File: config.mk
export PLATFORM = sky130hd
export DESIGN_NAME = sha256_stream_hasher_top_flat
export DESIGN_NICKNAME = d
export VERILOG_FILES = /design/src/design/sha_pkg.sv /design/src/design/sha_stream_if.sv /design/src/design/sha256_stream_hasher_top.sv /design/src/design/sha_engine.sv /design/src/design/sha_ctrl.sv /design/src/flat_wrapper.sv
export SDC_FILE = /design/constraint.sdc
export NUM_CORES = 2
export LEC_CHECK = 0
export BUFFER_PORTS_ARGS = -buffer_cell sky130_fd_sc_hd__buf_4
export CORE_MARGIN = 2
export CORE_UTILIZATION = 32
export CTS_CLUSTER_SIZE = 12
export DETAILED_ROUTE_END_ITERATION = 10
export PLACE_DENSITY = 0.55
export SLEW_MARGIN = 0
export SYNTH_ARGS = -nofsm -noshare
export SYNTH_HDL_FRONTEND = slang
export SYNTH_SLANG_ARGS = --single-unit
File: constraint.sdc
create_clock -name i_clk -period 79.9 [get_ports i_clk]
set_input_delay 3.995 -clock i_clk [delete_from_list [all_inputs] [get_ports i_clk]]
set_output_delay 3.995 -clock i_clk [all_outputs]
set_load 0.1 [all_outputs]
File: src/design/sha_pkg.sv
package sha_pkg;

    localparam int unsigned CountW = 61;

    typedef logic [31:0] t_word;

    typedef struct packed {
        logic [7:0] data_byte;
        logic       byte_present;
        logic       end_of_message;
    } t_in_item;

    typedef struct packed {
        logic [31:0] digest_word;
        logic [2:0]  word_index;
        logic        last_word;
    } t_out_item;

    // handshake between the controller and the round engine
    typedef struct packed {
        logic start;
        logic busy;
        logic done;
    } t_eng_ctl;

    function automatic t_word k_const(input logic [5:0] idx);
        t_word k;
        unique case (idx)
            6'd0: k = 32'h428a2f98; 6'd1: k = 32'h71374491; 6'd2: k = 32'hb5c0fbcf;
            6'd3: k = 32'he9b5dba5; 6'd4: k = 32'h3956c25b; 6'd5: k = 32'h59f111f1;
            6'd6: k = 32'h923f82a4; 6'd7: k = 32'hab1c5ed5; 6'd8: k = 32'hd807aa98;
            6'd9: k = 32'h12835b01; 6'd10: k = 32'h243185be; 6'd11: k = 32'h550c7dc3;
            6'd12: k = 32'h72be5d74; 6'd13: k = 32'h80deb1fe; 6'd14: k = 32'h9bdc06a7;
            6'd15: k = 32'hc19bf174; 6'd16: k = 32'he49b69c1; 6'd17: k = 32'hefbe4786;
            6'd18: k = 32'h0fc19dc6; 6'd19: k = 32'h240ca1cc; 6'd20: k = 32'h2de92c6f;
            6'd21: k = 32'h4a7484aa; 6'd22: k = 32'h5cb0a9dc; 6'd23: k = 32'h76f988da;
            6'd24: k = 32'h983e5152; 6'd25: k = 32'ha831c66d; 6'd26: k = 32'hb00327c8;
            6'd27: k = 32'hbf597fc7; 6'd28: k = 32'hc6e00bf3; 6'd29: k = 32'hd5a79147;
            6'd30: k = 32'h06ca6351; 6'd31: k = 32'h14292967; 6'd32: k = 32'h27b70a85;
            6'd33: k = 32'h2e1b2138; 6'd34: k = 32'h4d2c6dfc; 6'd35: k = 32'h53380d13;
            6'd36: k = 32'h650a7354; 6'd37: k = 32'h766a0abb; 6'd38: k = 32'h81c2c92e;
            6'd39: k = 32'h92722c85; 6'd40: k = 32'ha2bfe8a1; 6'd41: k = 32'ha81a664b;
            6'd42: k = 32'hc24b8b70; 6'd43: k = 32'hc76c51a3; 6'd44: k = 32'hd192e819;
            6'd45: k = 32'hd6990624; 6'd46: k = 32'hf40e3585; 6'd47: k = 32'h106aa070;
            6'd48: k = 32'h19a4c116; 6'd49: k = 32'h1e376c08; 6'd50: k = 32'h2748774c;
            6'd51: k = 32'h34b0bcb5; 6'd52: k = 32'h391c0cb3; 6'd53: k = 32'h4ed8aa4a;
            6'd54: k = 32'h5b9cca4f; 6'd55: k = 32'h682e6ff3; 6'd56: k = 32'h748f82ee;
            6'd57: k = 32'h78a5636f; 6'd58: k = 32'h84c87814; 6'd59: k = 32'h8cc70208;
            6'd60: k = 32'h90befffa; 6'd61: k = 32'ha4506ceb; 6'd62: k = 32'hbef9a3f7;
            default: k = 32'hc67178f2;
        endcase
        return k;
    endfunction

    function automatic t_word h_init(input logic [2:0] idx);
        t_word h;
        unique case (idx)
            3'd0: h = 32'h6a09e667; 3'd1: h = 32'hbb67ae85;
            3'd2: h = 32'h3c6ef372; 3'd3: h = 32'ha54ff53a;
            3'd4: h = 32'h510e527f; 3'd5: h = 32'h9b05688c;
            3'd6: h = 32'h1f83d9ab; default: h = 32'h5be0cd19;
        endcase
        return h;
    endfunction

    function automatic t_word ror(input t_word x, input int unsigned n);
        return (x >> n) | (x << (32 - n));
    endfunction

endpackage

File: src/design/sha_stream_if.sv
interface sha_in_if;
    logic              valid;
    logic              ready;
    sha_pkg::t_in_item payload;
    modport source (output valid, output payload, input ready);
    modport sink (input valid, input payload, output ready);
endinterface

interface sha_out_if;
    logic               valid;
    logic               ready;
    sha_pkg::t_out_item payload;
    modport source (output valid, output payload, input ready);
    modport sink (input valid, input payload, output ready);
endinterface

File: src/design/sha256_stream_hasher_top.sv
// channel  | dir | payload
// in_ch    | in  | data_byte[8], byte_present, end_of_message
// out_ch   | out | digest_word[32], word_index[3], last_word
// A byte is accepted whenever the controller is idle; each full block holds
// input off while the single round unit runs 64 rounds.
// End of message adds one to sixteen padding-word writes per padded block
// plus one or two compressions,
// then eight output transactions, each held until the sink is ready.
// Synchronous active-low reset restores the initial hash and zero count.
module sha256_stream_hasher_top (
    input logic        i_clk,
    input logic        i_rst_n,
    sha_in_if.sink     in_ch,
    sha_out_if.source  out_ch
);
    sha_pkg::t_eng_ctl eng;
    logic              busy, done;
    logic [3:0]        addr;
    sha_pkg::t_word    blk, h [8], v [8];

    sha_engine u_eng (
        .i_clk, .i_rst_n, .i_start(eng.start), .o_busy(busy), .o_done(done),
        .o_blk_addr(addr), .i_blk_data(blk), .i_h(h), .o_v(v)
    );

    sha_ctrl u_ctrl (
        .i_clk, .i_rst_n, .in_ch, .out_ch, .o_eng(eng), .i_eng_busy(busy),
        .i_eng_done(done), .i_eng_addr(addr), .o_blk_data(blk), .o_h(h), .i_v(v)
    );

    a_no_in_busy: assert property (@(posedge i_clk) disable iff (!i_rst_n)
        busy |-> !in_ch.ready) else $error("input taken during compression");
    a_start_idle: assert property (@(posedge i_clk) disable iff (!i_rst_n)
        eng.start |-> !$past(busy)) else $error("start while busy");
    a_no_out_busy: assert property (@(posedge i_clk) disable iff (!i_rst_n)
        busy |-> !out_ch.valid) else $error("output during compression");
endmodule

File: src/design/sha_engine.sv
// 64-round compression; message schedule kept as a 16-word shift window
// fed from the block buffer memory read port.
module sha_engine (
    input  logic          i_clk,
    input  logic          i_rst_n,
    input  logic          i_start,
    output logic          o_busy,
    output logic          o_done,
    // block buffer read port (registered data)
    output logic [3:0]    o_blk_addr,
    input  sha_pkg::t_word i_blk_data,
    // chain value words
    input  sha_pkg::t_word i_h [8],
    output sha_pkg::t_word o_v [8]
);
    localparam logic [1:0] S_IDLE = 2'd0;
    localparam logic [1:0] S_RUN  = 2'd1;
    localparam logic [1:0] S_FIN  = 2'd2;

    logic [1:0]     r_state;
    logic [6:0]     r_cnt;
    sha_pkg::t_word r_v [8];
    // rolling schedule window: taps read at fixed places
    sha_pkg::t_word r_w [16];

    logic [5:0]     round;
    sha_pkg::t_word w_cur, s0, s1, w_new, t1, t2, e, a;

    assign o_blk_addr = r_cnt[3:0];
    assign o_busy     = (r_state != S_IDLE);
    assign o_done     = (r_state == S_FIN);
    assign o_v        = r_v;

    // round index lags the read address by one
    assign round = r_cnt[5:0] - 6'd1;

    always_comb begin
        s0    = sha_pkg::ror(r_w[1], 7) ^ sha_pkg::ror(r_w[1], 18) ^ (r_w[1] >> 3);
        s1    = sha_pkg::ror(r_w[14], 17) ^ sha_pkg::ror(r_w[14], 19) ^ (r_w[14] >> 10);
        w_new = r_w[0] + s0 + r_w[9] + s1;
        w_cur = (r_cnt <= 7'd16) ? i_blk_data : w_new;
        e     = r_v[4];
        a     = r_v[0];
        t1    = r_v[7] + (sha_pkg::ror(e, 6) ^ sha_pkg::ror(e, 11) ^ sha_pkg::ror(e, 25))
              + ((e & r_v[5]) ^ (~e & r_v[6])) + sha_pkg::k_const(round) + w_cur;
        t2    = (sha_pkg::ror(a, 2) ^ sha_pkg::ror(a, 13) ^ sha_pkg::ror(a, 22))
              + ((a & r_v[1]) ^ (a & r_v[2]) ^ (r_v[1] & r_v[2]));
    end

    // sequence the rounds
    always_ff @(posedge i_clk) begin
        if (!i_rst_n) begin
            r_state <= S_IDLE;
            r_cnt   <= '0;
        end else begin
            unique case (r_state)
                S_IDLE: if (i_start) begin
                    r_state <= S_RUN;
                    r_cnt   <= 7'd0;
                end
                S_RUN: begin
                    r_cnt <= r_cnt + 7'd1;
                    if (r_cnt == 7'd64) r_state <= S_FIN;
                end
                S_FIN: r_state <= S_IDLE;
                default: r_state <= S_IDLE;
            endcase
        end
    end

    // working variables and schedule window
    always_ff @(posedge i_clk) begin
        if (r_state == S_IDLE && i_start) begin
            r_v <= i_h;
        end else if (r_state == S_RUN && r_cnt != 7'd0) begin
            r_v[7] <= r_v[6];
            r_v[6] <= r_v[5];
            r_v[5] <= e;
            r_v[4] <= r_v[3] + t1;
            r_v[3] <= r_v[2];
            r_v[2] <= r_v[1];
            r_v[1] <= a;
            r_v[0] <= t1 + t2;
            for (int i = 0; i < 15; i++) r_w[i] <= r_w[i+1];
            r_w[15] <= w_cur;
        end
    end
endmodule

File: src/design/sha_ctrl.sv
// Byte packing into the block buffer memory, padding and digest emission.
module sha_ctrl (
    input  logic           i_clk,
    input  logic           i_rst_n,
    sha_in_if.sink         in_ch,
    sha_out_if.source      out_ch,
    output sha_pkg::t_eng_ctl o_eng,
    input  logic           i_eng_busy,
    input  logic           i_eng_done,
    input  logic [3:0]     i_eng_addr,
    output sha_pkg::t_word o_blk_data,
    output sha_pkg::t_word o_h [8],
    input  sha_pkg::t_word i_v [8]
);
    localparam logic [2:0] S_IDLE = 3'd0;
    localparam logic [2:0] S_PAD  = 3'd1;
    localparam logic [2:0] S_WAIT = 3'd3;
    localparam logic [2:0] S_OUT  = 3'd4;

    logic [2:0]                r_state;
    logic [sha_pkg::CountW-1:0] r_count;
    logic [5:0]                r_pos;      // padding write position
    logic                      r_final;    // current compression closes message
    logic                      r_emit_after;
    logic                      r_mark;     // 0x80 byte still to be placed
    logic [2:0]                r_oidx;
    logic                      r_start;
    sha_pkg::t_word            r_h [8];
    sha_pkg::t_word            r_acc;      // partial word being packed

    // block buffer memory
    sha_pkg::t_word            mem [16];
    sha_pkg::t_word            r_rd;
    logic                      we;
    logic [3:0]                wa;
    sha_pkg::t_word            wd;

    logic                      take, put, fin;
    logic [5:0]                bpos;
    logic [63:0]               bits;
    sha_pkg::t_word            pad_word;

    assign in_ch.ready = (r_state == S_IDLE);
    always_comb take = in_ch.valid & in_ch.ready;
    assign put  = take & in_ch.payload.byte_present;
    assign fin  = take & in_ch.payload.end_of_message;
    assign bpos = r_count[5:0];
    assign bits = {r_count, 3'b000};

    always_ff @(posedge i_clk) begin
        if (we) mem[wa] <= wd;
        r_rd <= mem[i_eng_addr];
    end
    assign o_blk_data = r_rd;
    assign o_h        = r_h;
    assign o_eng      = '{start: r_start, busy: i_eng_busy, done: i_eng_done};

    // word for padding position r_pos: the 0x80 marker merged into the
    // partial word first, then zeros, with the bit length in the last two words of the final block
    always_comb begin
        pad_word = '0;
        if (r_mark) begin
            case (r_pos[1:0])
                2'd0: pad_word = {8'h80, 24'h0};
                2'd1: pad_word = {r_acc[31:24], 8'h80, 16'h0};
                2'd2: pad_word = {r_acc[31:16], 8'h80, 8'h0};
                default: pad_word = {r_acc[31:8], 8'h80};
            endcase
        end else if (r_pos[5:2] == 4'd14 && r_final && !r_emit_after) begin
            pad_word = bits[63:32];
        end else if (r_pos[5:2] == 4'd15 && r_final && !r_emit_after) begin
            pad_word = bits[31:0];
        end
    end

    // memory write selection
    always_comb begin
        we = 1'b0;
        wa = bpos[5:2];
        wd = r_acc;
        if (put) begin
            we = 1'b1;
            wa = bpos[5:2];
            unique case (bpos[1:0])
                2'd0: wd = {in_ch.payload.data_byte, 24'h0};
                2'd1: wd = {r_acc[31:24], in_ch.payload.data_byte, 16'h0};
                2'd2: wd = {r_acc[31:16], in_ch.payload.data_byte, 8'h0};
                default: wd = {r_acc[31:8], in_ch.payload.data_byte};
            endcase
        end else if (r_state == S_PAD) begin
            we = 1'b1;
            wa = r_pos[5:2];
            wd = pad_word;
        end
    end

    always_ff @(posedge i_clk) begin
        if (put) r_acc <= wd;
    end

    always_ff @(posedge i_clk) begin
        if (!i_rst_n) begin
            r_state <= S_IDLE;
            r_count <= '0;
            r_start <= 1'b0;
            r_oidx  <= '0;
            r_final <= 1'b0;
            r_emit_after <= 1'b0;
            r_mark  <= 1'b0;
            r_pos   <= '0;
            for (int i = 0; i < 8; i++) r_h[i] <= sha_pkg::h_init(3'(i));
        end else begin
            r_start <= 1'b0;
            unique case (r_state)
                S_IDLE: if (take) begin
                    logic [sha_pkg::CountW-1:0] c;
                    logic [5:0] p;
                    c = put ? r_count + 1'b1 : r_count;
                    r_count <= c;
                    p = c[5:0];
                    if (put && bpos == 6'd63) begin
                        // full block: compress, then pad if ending
                        r_final      <= 1'b0;
                        r_emit_after <= fin;
                        r_mark       <= fin;
                        r_start      <= 1'b1;
                        r_state      <= S_WAIT;
                    end else if (fin) begin
                        // end of message: pad this block, and one more if no room for the length
                        r_state <= S_PAD;
                        r_final <= (p < 6'd56);
                        r_emit_after <= (p >= 6'd56);
                        r_mark  <= 1'b1;
                        r_pos   <= p;
                    end
                end
                S_PAD: begin
                    // first step writes 0x80 into partial word while r_mark is set
                    r_mark <= 1'b0;
                    r_pos <= {r_pos[5:2] + 4'd1, 2'b00};
                    if (r_pos[5:2] == 4'd15) begin
                        r_start <= 1'b1;
                        r_state <= S_WAIT;
                    end
                end
                S_WAIT: if (i_eng_done) begin
                    for (int i = 0; i < 8; i++) r_h[i] <= r_h[i] + i_v[i];
                    if (r_emit_after) begin
                        r_emit_after <= 1'b0;
                        r_final <= 1'b1;
                        r_pos   <= 6'd0;
                        r_state <= S_PAD;
                    end else if (r_final) begin
                        r_oidx  <= '0;
                        r_state <= S_OUT;
                    end else begin
                        r_state <= S_IDLE;
                    end
                end
                S_OUT: if (out_ch.ready) begin
                    r_oidx <= r_oidx + 3'd1;
                    if (r_oidx == 3'd7) begin
                        r_state <= S_IDLE;
                        r_count <= '0;
                        r_final <= 1'b0;
                        for (int i = 0; i < 8; i++) r_h[i] <= sha_pkg::h_init(3'(i));
                    end
                end
                default: r_state <= S_IDLE;
            endcase
        end
    end

    assign out_ch.valid = (r_state == S_OUT);
    assign out_ch.payload = '{digest_word: r_h[r_oidx], word_index: r_oidx,
                              last_word: (r_oidx == 3'd7)};
endmodule
File: src/flat_wrapper.sv
// flat-port wrapper written by rule: the top's interface ports become plain ports
module sha256_stream_hasher_top_flat 
  (i_clk, i_rst_n, in_ch_valid, in_ch_payload, in_ch_ready, out_ch_valid, out_ch_payload, out_ch_ready);
  sha_in_if in_ch_i ();
  sha_out_if out_ch_i ();
  input logic i_clk;
  input logic i_rst_n;
  input wire logic [$bits(in_ch_i.valid)-1:0] in_ch_valid;
  input wire logic [$bits(in_ch_i.payload)-1:0] in_ch_payload;
  output wire logic [$bits(in_ch_i.ready)-1:0] in_ch_ready;
  output wire logic [$bits(out_ch_i.valid)-1:0] out_ch_valid;
  output wire logic [$bits(out_ch_i.payload)-1:0] out_ch_payload;
  input wire logic [$bits(out_ch_i.ready)-1:0] out_ch_ready;
  assign in_ch_i.valid = in_ch_valid;
  assign in_ch_i.payload = in_ch_payload;
  assign in_ch_ready = in_ch_i.ready;
  assign out_ch_valid = out_ch_i.valid;
  assign out_ch_payload = out_ch_i.payload;
  assign out_ch_i.ready = out_ch_ready;
  sha256_stream_hasher_top u_core (.i_clk(i_clk), .i_rst_n(i_rst_n), .in_ch(in_ch_i), .out_ch(out_ch_i));
endmodule
**Yosys cells after proc, flatten, opt, wreduce, memory -nomap -nowiden**

Memories as Yosys holds them, arrays and structs flattened. A register that Yosys moved wholly into a read port is not among the register bits.
Cells that the tools add are included.

- Register bits after elaboration: 630
- Latch bits: 0
- Bits in writable memories: 1024
- ROM bits: 2048
- Bits of input ports: 14
- Output and inout bits: 38
- Logic and storage cells: 227
- Memories kept: 3

- Add/subtract/negate cells: 23
- $mul: 0
- Divide/modulo/power cells: 0
- Order comparisons: 4
- Eq/ne operators: 28
- Shifts and indexed selects: 0
- Mux-type cells: 78
- Bitwise gates (word level): 31
- Reductions and logical operators: 32

Memories:

| memory | words | width | rd ports | clocked after memory_dff | wr ports | line | source |
|---|---|---|---|---|---|---|---|
| (name not given) | 64 | 32 | 1 | 0 | 0 | sha_pkg.sv:28 | `unique case (idx)` |
| u_core.u_ctrl.mem | 16 | 32 | 1 | 1 | 1 | sha_ctrl.sv:32 | `sha_pkg::t_word mem [16];` |
| u_core.u_eng.r_w | 16 | 32 | 16 | 0 | 16 | sha_engine.sv:24 | `sha_pkg::t_word r_w [16];` |

Operators by type and width:

| cell | count |
|---|---|
| $mux W256 | 5 |
| $add A32 B32 Y32 | 18 |
| $pmux W256 S2 | 1 |
| $xor A32 B32 Y32 | 9 |
| $mux W32 | 8 |
| $mux W61 | 4 |
| $pmux W32 S3 | 2 |
| $and A32 B32 Y32 | 5 |
| $pmux W61 S2 | 1 |
| $bmux W32 S3 | 1 |
| $add A61 B1 Y61 const B | 1 |
| $mux W3 | 13 |
| $not A32 Y32 | 1 |
| $or A10 B32 Y32 | 1 |
| $or A13 B32 Y32 | 1 |
| $or A14 B32 Y32 | 1 |
| $or A15 B32 Y32 | 1 |
| $or A19 B32 Y32 | 1 |
| $or A21 B32 Y32 | 1 |
| $or A25 B32 Y32 | 1 |
| $or A26 B32 Y32 | 1 |
| $or A30 B32 Y32 | 1 |
| $or A7 B32 Y32 | 1 |
| $xor A32 B22 Y32 | 1 |
| 47 further kinds | 116 |

**Depth between registers and ports, before layout**

An unclocked memory read counts as a cell.

- Depth in word-level cells: 12
- Depth in mapped cells: 50
- Gate-level depth less buffers: 50

**By module**

Synthesis repeated with hierarchy kept, for this count alone.

- Cells, all modules: 7993
- Area total of the unflattened synthesis: 91333.8 sq um

Modules (own cells, without submodules):

| module | instances | cells each | area an instance (sq um) | sequential area each (sq um) |
|---|---|---|---|---|
| sha_ctrl | 1 | 4019 | 47190.3 | 23642.7 |
| sha_engine | 1 | 3974 | 44143.6 | 23242.3 |

**Least setup slack after synthesis**

No wires, ideal clock.

- Kind: flip-flop to flip-flop
- Start point: reg u_core.u_eng.r_cnt[0]
- End point: reg u_core.u_eng.r_v, in the netlist u_core.u_eng.a[0] (enable)
- Library setup time: 0.511 ns
- Arrival: 31.001 ns
- Data required time: 79.389 ns
- Setup slack: 48.388 ns
- Stages on the path, launching flop included: 10
- Path buffers: 3
- Period minus slack after synthesis: 31.512 ns
- Cell sequence: dfxtp_1 > buf_2 > buf_1 > inv_1 > clkbuf_1 > ha_1 > nand2_1 > nor3_1 > a21oi_1 > or2_2

- Cells in the longest elaborated chain, start to end: 3

RTL lines:

| element | line | source |
|---|---|---|
| from (decl) | sha_engine.sv:21 | `logic [6:0] r_cnt;` |
| from (signal assigned) | sha_engine.sv:62 | `r_cnt <= r_cnt + 7'd1;` |
| $reduce_bool A7 Y1 | sha_engine.sv:75 | `end else if (r_state == S_RUN && r_cnt != 7'd0) begin` |
| $logic_and A1 B1 Y1 | sha_engine.sv:75 |  |
| $reduce_bool A2 Y1 (no line) | n/a |  |
| to (signal assigned) | sha_engine.sv:74 | `r_v <= i_h;` |
| to (decl) | sha_engine.sv:22 | `sha_pkg::t_word r_v [8];` |

Every way passes these cells.
A chain may end at the register's enable or synchronous reset.

==> metrics <==
num ports=52; CTS tree=yes; Die Wd=539 microns; mean post-synth cell area=11.4 sq um; fraction of layout cells with a size suffix above 1=10.2%; multiplexer share of the synthesized area=6.58%; drt pass-1 iters=8; Slew HR=11.1%; CP arrival=12.00 ns; Crit-path slowest cell=fa_1; Final nets=8601; Top FF cell, synth=edfxtp_1; Sink Count=1686; post_cts resized=0; buffer depth of the longest clock path=3; RSZ-0062 raised after global routing=false; starting DRC count in detailed routing=6387; critical-path maximum fanout=4; largest net degree at the start of global routing=124; adder-cell share of the synthesized area=9.94%; worst slew pin tran=1.33 ns; Seq cells post-synth=1686; setup TNS=0 ns; final-report max-slew violation count=0; Reg clk slew, reported paths=0.06 ns; total wire length=286000 microns; post-DR vias/cell=5.33; cell with the most instances after synthesis=edfxtp_1; final setup violation count=0; first-pass GRT wire length=419000 microns; Fill cells=27950; Die Y-Extent=539 microns; nature of the critical path startpoint=register; fin crit share=14.3%; post-synth top area share=43.0%; Starting Density=32.1%; post-synthesis xor/xnor area fraction=5.71%; Num CTS Buffers=184; Worst Hold Class=register to register; crit-path most repeated cell=inv_1; Port Buffers=51; critical path class=register to register; grt total ovfl=0; crit path capture type=register; DP Area=96500 sq um; Critical Path RT=80.47 ns; clock latency on the worst-skew pair=0.91 ns; Area contributors post-synth=edfxtp_1 43%, dfxtp_1 8.2%, ha_1 5.5%; Compound-Gate Fraction of Synth Area=12.2%; Simple-Gate Fraction of Synth Area=10.7%; minimum clock period=11.43 ns; DRC=0; Post-DRT Antenna Nets=0; register area share after synthesis=51.2%; status=completed; Area Overhead vs Synth=12.0%; CORE AREA=285000 sq um; H-tree depth reported by CTS=4; Mapped Nets=8624; vias in the first global route=61440; Final HPWL DP=200000 microns; Post-CTS Hold Fix Bufs=0; postcts setup bufs=0; root buf cell=clkbuf_16; via count=63430; Critical Path Max Stage Delay=0.52 ns; Final Cell Area=103000 sq um; most frequent cells after synthesis=1312 x edfxtp_1, 1071 x nand2_1, 523 x inv_1; Cell Area, Synth=91600 sq um; skew final=0.0834 ns; Hold Fails Final Rpt=0; final core utilization=36.0%; Die Area=290000 sq um; Synth async-reset ratio=0%; Cells after Synth=8006; GRT Util Overall=19.2%; Yosys cell types=105; GP Congestion=0.947; fmax=87.5 MHz; largest family of logic cells by synthesized area=compound AO/OA/AOI/OAI gates; initial antenna violation count=9; EDFF count, synth=1312; cell taking the most area after synthesis=edfxtp_1; Yosys warnings=0; Wirelength per Cell=24.0 microns; # rows=196; max_cap viols=0
-- layout by cell type (no fill, tap or decap), types with 134 or more instances in the layout --
cell type	count
buf_4	165
nor2b_1	134
o21ai_0	374
ha_1	404
dfxtp_1	367
edfxtp_1	1312
nand2_1	1069
mux4_2	224
fa_1	199
a21oi_1	413
clkbuf_16	186
inv_1	522
xor2_1	198
xnor2_1	388
a21o_1	181
nor2_1	417
-- registers in the layout, summed over array words and instances, names as in the netlist --
register	count
u_core.u_eng.a	32
u_core.u_ctrl.mem	512
u_core.u_eng.o_v	192
u_core.u_eng.r_cnt	7
u_core.u_ctrl.r_count	61
u_core.u_ctrl.r_pos	6
u_core.u_eng.e	32
u_core.u_ctrl.o_h	256
u_core.u_ctrl.r_oidx	3
u_core.u_eng.r_w	512
u_core.u_ctrl.r_emit_after	1
u_core.u_ctrl.r_acc	32
u_core.u_ctrl.o_blk_data	32
u_core.u_ctrl.r_start	1
u_core.u_ctrl.r_mark	1
u_core.u_ctrl.r_state	3
u_core.u_ctrl.r_final	1
u_core.u_eng.r_state	2
-- area by class of cell --
cell class                 instances  area [sq um]  area share, %
sequential                      1686         46900           45.7
multi-input combinational       5419         41600           40.6
clock buffer                     253          4980           4.85
tap                             3762          4710           4.59
inverter                         524          1970           1.92
timing repair buffer             168          1290           1.26
clock inverter                    76          1100           1.08
antenna                            4          10.0        0.00976
-- stage by stage --
stage / hold WS [ns] / setup WS [ns] / cells
global placement: 0.400 / 68.61 / 11559
detailed placement: 0.405 / 68.72 / 11559
CTS: 0.346 / 68.56 / 11888
finish: 0.356 / 68.47 / 11892
floorplan: 0.400 / 48.39 / 8006
global route: 0.355 / 67.80 / 11890
-- worst max-delay path: cells and delay by family (launching register included) --
family | cells | cell delay (ns)
compound gates | 16 | 3.46
xor+xnor | 5 | 1.05
fa+ha+maj | 10 | 3.96
flops | 1 | 0.46
simple gates | 10 | 1.51
buf+inv | 9 | 0.68
-- final timing paths --
kind | cells past startpoint | to | from | slack [ns]
min | 0 | u_core.u_eng.r_w[0][60]$_DFFE_PP_ | u_core.u_eng.r_w[0][92]$_DFFE_PP_ | 0.36
max reg2reg | 50 | u_core.u_eng.a[31]$_DFFE_PP_ | u_core.u_eng.r_w[0][36]$_DFFE_PP_ | 68.47
min reg2reg | 0 | u_core.u_eng.r_w[0][60]$_DFFE_PP_ | u_core.u_eng.r_w[0][92]$_DFFE_PP_ | 0.36
max | 50 | u_core.u_eng.a[31]$_DFFE_PP_ | u_core.u_eng.r_w[0][36]$_DFFE_PP_ | 68.47
-- metal layers --
metal  vias up  part of all wire [%]  GRT usage [%]
met5         -                     0              0
met3       364                   6.3           2.93
met2      2149                    46           30.2
met4         0                   2.5           5.14
met1     31953                    46           27.4
li1      28964                     -              -
-- logic make-up after synthesis --
logic type,after synthesis
xor+xnor,594
simple gates,2185
fa+ha+maj,609
compound gates,1717
mux,314
flops,1686
buf+inv,901
Power is not shown: default switching activity piles up to over one toggle a cycle in this logic, so the estimate is an artifact.
